[src/hw/rtl/mtt_pkg.sv]
// Shared types, codes and constants of the multi-timer table.
package mtt_pkg;

  localparam int NUM_SLOTS_DEF = 64;
  localparam int MAX_RESULTS   = 64;
  localparam int RES_CNT_W     = $clog2(MAX_RESULTS + 1);
  localparam int QUEUE_DEPTH   = 2;
  localparam int QUEUE_PTR_W   = $clog2(QUEUE_DEPTH);
  localparam int QUEUE_CNT_W   = $clog2(QUEUE_DEPTH + 1);

  localparam logic [31:0] TPM_RESET = 32'd2400000;

  localparam logic [2:0] ADDR_TPM = 3'd0;

  localparam logic [1:0] FUNC_CREATE = 2'd0;
  localparam logic [1:0] FUNC_CANCEL = 2'd1;
  localparam logic [1:0] FUNC_TICK   = 2'd2;
  localparam logic [1:0] FUNC_READ   = 2'd3;

  localparam logic [2:0] STS_CREATED   = 3'd0;
  localparam logic [2:0] STS_NO_SLOT   = 3'd1;
  localparam logic [2:0] STS_CANCELLED = 3'd2;
  localparam logic [2:0] STS_NOT_FOUND = 3'd3;
  localparam logic [2:0] STS_EXPIRED   = 3'd4;
  localparam logic [2:0] STS_TIME      = 3'd5;

  // Command as classified by the front end, delays already scaled to ticks.
  typedef struct packed {
    logic [1:0]  func;
    logic [31:0] owner;
    logic [31:0] cancel_id;
    logic [63:0] delay_ticks;
    logic [63:0] period_ticks;
  } cmd_t;

  typedef struct packed {
    logic [2:0]  status;
    logic [31:0] id;
    logic [31:0] owner;
    logic        wake;
    logic [63:0] time_value;
  } res_t;

endpackage

[src/hw/rtl/mtt_queue.sv]
// Short command queue between the front end and the scan engine.
module mtt_queue (
  input  logic          clk,
  input  logic          rst_n,
  input  logic          push,
  input  mtt_pkg::cmd_t push_cmd,
  input  logic          pop,
  output mtt_pkg::cmd_t head_cmd,
  output logic          full,
  output logic          empty
);

  localparam int Depth = mtt_pkg::QUEUE_DEPTH;
  localparam int PtrW  = (mtt_pkg::QUEUE_PTR_W > 0) ? mtt_pkg::QUEUE_PTR_W : 1;
  localparam int CntW  = mtt_pkg::QUEUE_CNT_W;

  mtt_pkg::cmd_t     q_mem_r [Depth];
  logic [PtrW-1:0]   wr_ptr_r, wr_ptr_nxt;
  logic [PtrW-1:0]   rd_ptr_r, rd_ptr_nxt;
  logic [CntW-1:0]   cnt_r, cnt_nxt;
  logic              do_push;
  logic              do_pop;

  assign full     = (cnt_r == CntW'(Depth));
  assign empty    = (cnt_r == '0);
  assign head_cmd = q_mem_r[rd_ptr_r];
  assign do_push  = push && !full;
  assign do_pop   = pop && !empty;

  always_comb begin
    wr_ptr_nxt = wr_ptr_r;
    rd_ptr_nxt = rd_ptr_r;
    cnt_nxt    = cnt_r;
    if (do_push) begin
      wr_ptr_nxt = (wr_ptr_r == PtrW'(Depth - 1)) ? '0 : wr_ptr_r + 1'b1;
    end
    if (do_pop) begin
      rd_ptr_nxt = (rd_ptr_r == PtrW'(Depth - 1)) ? '0 : rd_ptr_r + 1'b1;
    end
    if (do_push && !do_pop) begin
      cnt_nxt = cnt_r + 1'b1;
    end else if (do_pop && !do_push) begin
      cnt_nxt = cnt_r - 1'b1;
    end
  end

  always_ff @(posedge clk) begin
    if (!rst_n) begin
      wr_ptr_r <= '0;
      rd_ptr_r <= '0;
      cnt_r    <= '0;
    end else begin
      wr_ptr_r <= wr_ptr_nxt;
      rd_ptr_r <= rd_ptr_nxt;
      cnt_r    <= cnt_nxt;
    end
  end

  always_ff @(posedge clk) begin
    if (do_push) begin
      q_mem_r[wr_ptr_r] <= push_cmd;
    end
  end

endmodule

[config.mk]
export PLATFORM = sky130hd
export DESIGN_NAME = mtt_queue
export DESIGN_NICKNAME = d
export VERILOG_FILES = /design/src/hw/rtl/mtt_pkg.sv /design/src/hw/rtl/mtt_queue.sv
export SDC_FILE = /design/constraint.sdc
export NUM_CORES = 1
export LEC_CHECK = 0
export CAP_MARGIN = 15
export CORE_MARGIN = 2
export CORE_UTILIZATION = 52
export CTS_CLUSTER_SIZE = 10
export DETAILED_ROUTE_END_ITERATION = 10
export DONT_BUFFER_PORTS = 1
export PLACE_DENSITY = 0.7
export SLEW_MARGIN = 20
export SYNTH_ARGS = -nofsm -noshare
export SYNTH_HDL_FRONTEND = slang
export SYNTH_SLANG_ARGS = --single-unit
[constraint.sdc]
create_clock -name clk -period 9.7 [get_ports clk]
set_clock_uncertainty 0.05 [all_clocks]
set_input_delay 1.94 -clock clk [delete_from_list [all_inputs] [get_ports clk]]
set_output_delay 1.94 -clock clk [all_outputs]
set_load 0.005 [all_outputs]
==> out/results.ini <==
[logic_synthesis]
synthTopCellsByCount = 388 x edfxtp_1, 160 x mux2_4, 34 x mux2_2, 18 x buf_6, 5 x dfxtp_1
avgSynthCellArea_um2 = 23.69
synth.yosys.seq_area_share_pct = 78.85
synthArstFlopShare_pct = 0
synth.area.top_cells = edfxtp_1 78%, mux2_4 16%, mux2_2 2.6%
yosysTopAreaCell = edfxtp_1
yosysMostFrequentCell = edfxtp_1
synthCells = 629
synth.distinct_cells = 22
syn_area_mm2 = 0.01490
synth_edf_count = 388
ys_seq_elements = 393
syn_nets = 828
synth.top_cell.area_share_pct = 78.18
synth_top_flop_cell = edfxtp_1
yosysWarningCount = 0

[setup_path]
crit_type = flip-flop to output port
worstSetupStartpointType = flip-flop
worstPathArrival_ns = 2.80
crit_chain = buf_4 > mux2_4
cp-end-kind = output port
critPathRequiredTime_ns = 7.71
path_max_fanout = 55
critPathSlowestCell = dfxtp_4
cp_slowest_stage_delay_ns = 0.91

[place]
gp_congestion = 0.7581
portBuffers = 0
dp_hpwl_mm = 18.32

[pwr]
peakVddDrop_mv = 0.2128
p_leak_nw = 5.651
finalPower_w = 0.004558
power.density_mw_per_mm2 = 276.5

[drt]
drt_wl_total_mm = 26.74
viasPerCell = 5.513
drt_iter0_markers = 526
vias = 5816
detail_route.first_pass.iterations = 4
avgRoutedWirePerCell_um = 25.34
ant_nets = 0
route.detailed.drc = 0

[timing]
rsz0062_at_grt = false
fin_crit_ns = 4.790
tightest_slew_ns = 1.021
max_freq_mhz = 208.8
max_slew_margin_pct = 31.95
hold_viol_final = 0
period_share_pct = 49.38
tns_ns = 0
finalSetupViolations = 0
slew_violations = 0

[cts]
numCtsBuffers = 45
cts_resized = 0
clockBufferDepth = 3
cts.sinks = 393
cts-root-buf = clkbuf_16
post-cts-setup-buffers = 0
clkLatencyLatePin_ns = 0.52
hold_buffers = 0
htreeDepth = 2
clkTransAtPathRegs_ns = 0.05
tritoncts = done

[floorplan]
start_util_pct = 53.20
core_mm2 = 0.02801
die_area_mm2 = 0.03003
pin_count = 394
fp.dieW_um = 173.3
die_h_um = 173.3
core.rowCount = 61

[hold_path]
hold_class = flip-flop to flip-flop

[global_routing]
grt_pass1_vias = 6259
grt_pass1_wl_mm = 39.32
grt.total_usage_pct = 17.52
grt_antenna_before_repair = 0
grt-ovfl-total = 0
grt_max_degree = 79

[finish]
area_growth_pct = 10.60
final_nets = 862
drive_above_1_share_pct = 37.67
fill_cells = 1929
antenna-diode-count = 0

[outcome]
status = finished clean

[flow_run]
drv_cap = 0

==> cell families after synthesis <==
family	synth area share, %
flops	78.85
mux	18.69
buf+inv	1.612
simple gates	0.3695
compound gates	0.2183
xor+xnor	0.1763
fa+ha+maj	0.08394
==> metal layers <==
| metal | GRT usage, % | vias up | part of all wire [%] |
|---|---|---|---|
| li1 | - | 2549 | - |
| met4 | 6.073 | 0 | 2.9 |
| met3 | 9.671 | 51 | 13 |
| met1 | 18.39 | 2880 | 34 |
| met2 | 29.75 | 336 | 50 |
| met5 | 0 | - | 0 |
==> per-stage QoR <==
step,cells,area (µm²),setup WS (ns),utilization [%],hold slack [ns]
after global placement,993,15220,5.529,54.33,0.4477
after floorplan,629,14910,2.569,-,0.4333
after detailed placement,994,15240,5.438,54.40,0.4771
after global routing,1055,16480,4.755,58.84,0.5686
after CTS,1055,16480,4.866,58.84,0.4878
final,1055,16480,4.910,58.84,0.4874
==> power by group <==
part	leakage [nW]	internal [W]	switching, W
Sequential	3.67	0.00214	0.0000945
Clock	0.605	0.000872	0.000570
Combinational	1.38	0.000448	0.000434
Total	5.65	0.00346	0.00110
==> area by class of cell <==
type                       count  area, µm²  share of cell area (%)
clock buffer                  59       1231                   7.470
clock inverter                 2      12.51                 0.07591
inverter                       2      7.507                 0.04555
multi-input combinational    212       2923                   17.73
sequential                   393      11760                   71.32
tap                          378      473.0                   2.870
timing repair buffer           9      80.08                  0.4858
==> flip-flops by register name, summed over array words and instances (netlist names), named ones only <==
signal	count
q_mem_r	388
rd_ptr_r	1
cnt_r	2
wr_ptr_r	1
==> final timing paths <==
path                                            start                  endpoint  slack [ns]  cells after the start
worst min-delay path            cnt_r[1]$_SDFFE_PN0P_     cnt_r[1]$_SDFFE_PN0P_        0.49                      2
worst max-delay path                        flip-flop              head_cmd[84]        4.91                      2
worst min register to register  cnt_r[1]$_SDFFE_PN0P_     cnt_r[1]$_SDFFE_PN0P_        0.49                      2
worst max register to register  cnt_r[0]$_SDFFE_PN0P_  q_mem_r[1][87]$_DFFE_PP_        6.88                      3
==> critical path: cells and delay by family, from the launching register on <==
| family | cells | cell delay, ns |
|---|---|---|
| flip-flops | 1 | 0.91 |
| multiplexers | 1 | 0.37 |
| buffers and inverters | 1 | 0.87 |
==> layout by cell type (no fill, tap or decap), drive strengths merged, types with 2 or more instances in the layout <==
master	count
mux2	194
nor2	2
o21ai	2
a21boi	2
xnor2	2
edfxtp	388
clkbuf	59
and2	3
dfxtp	5
buf	9
inv	3
Note: power is estimated with default switching activity, not from simulation.
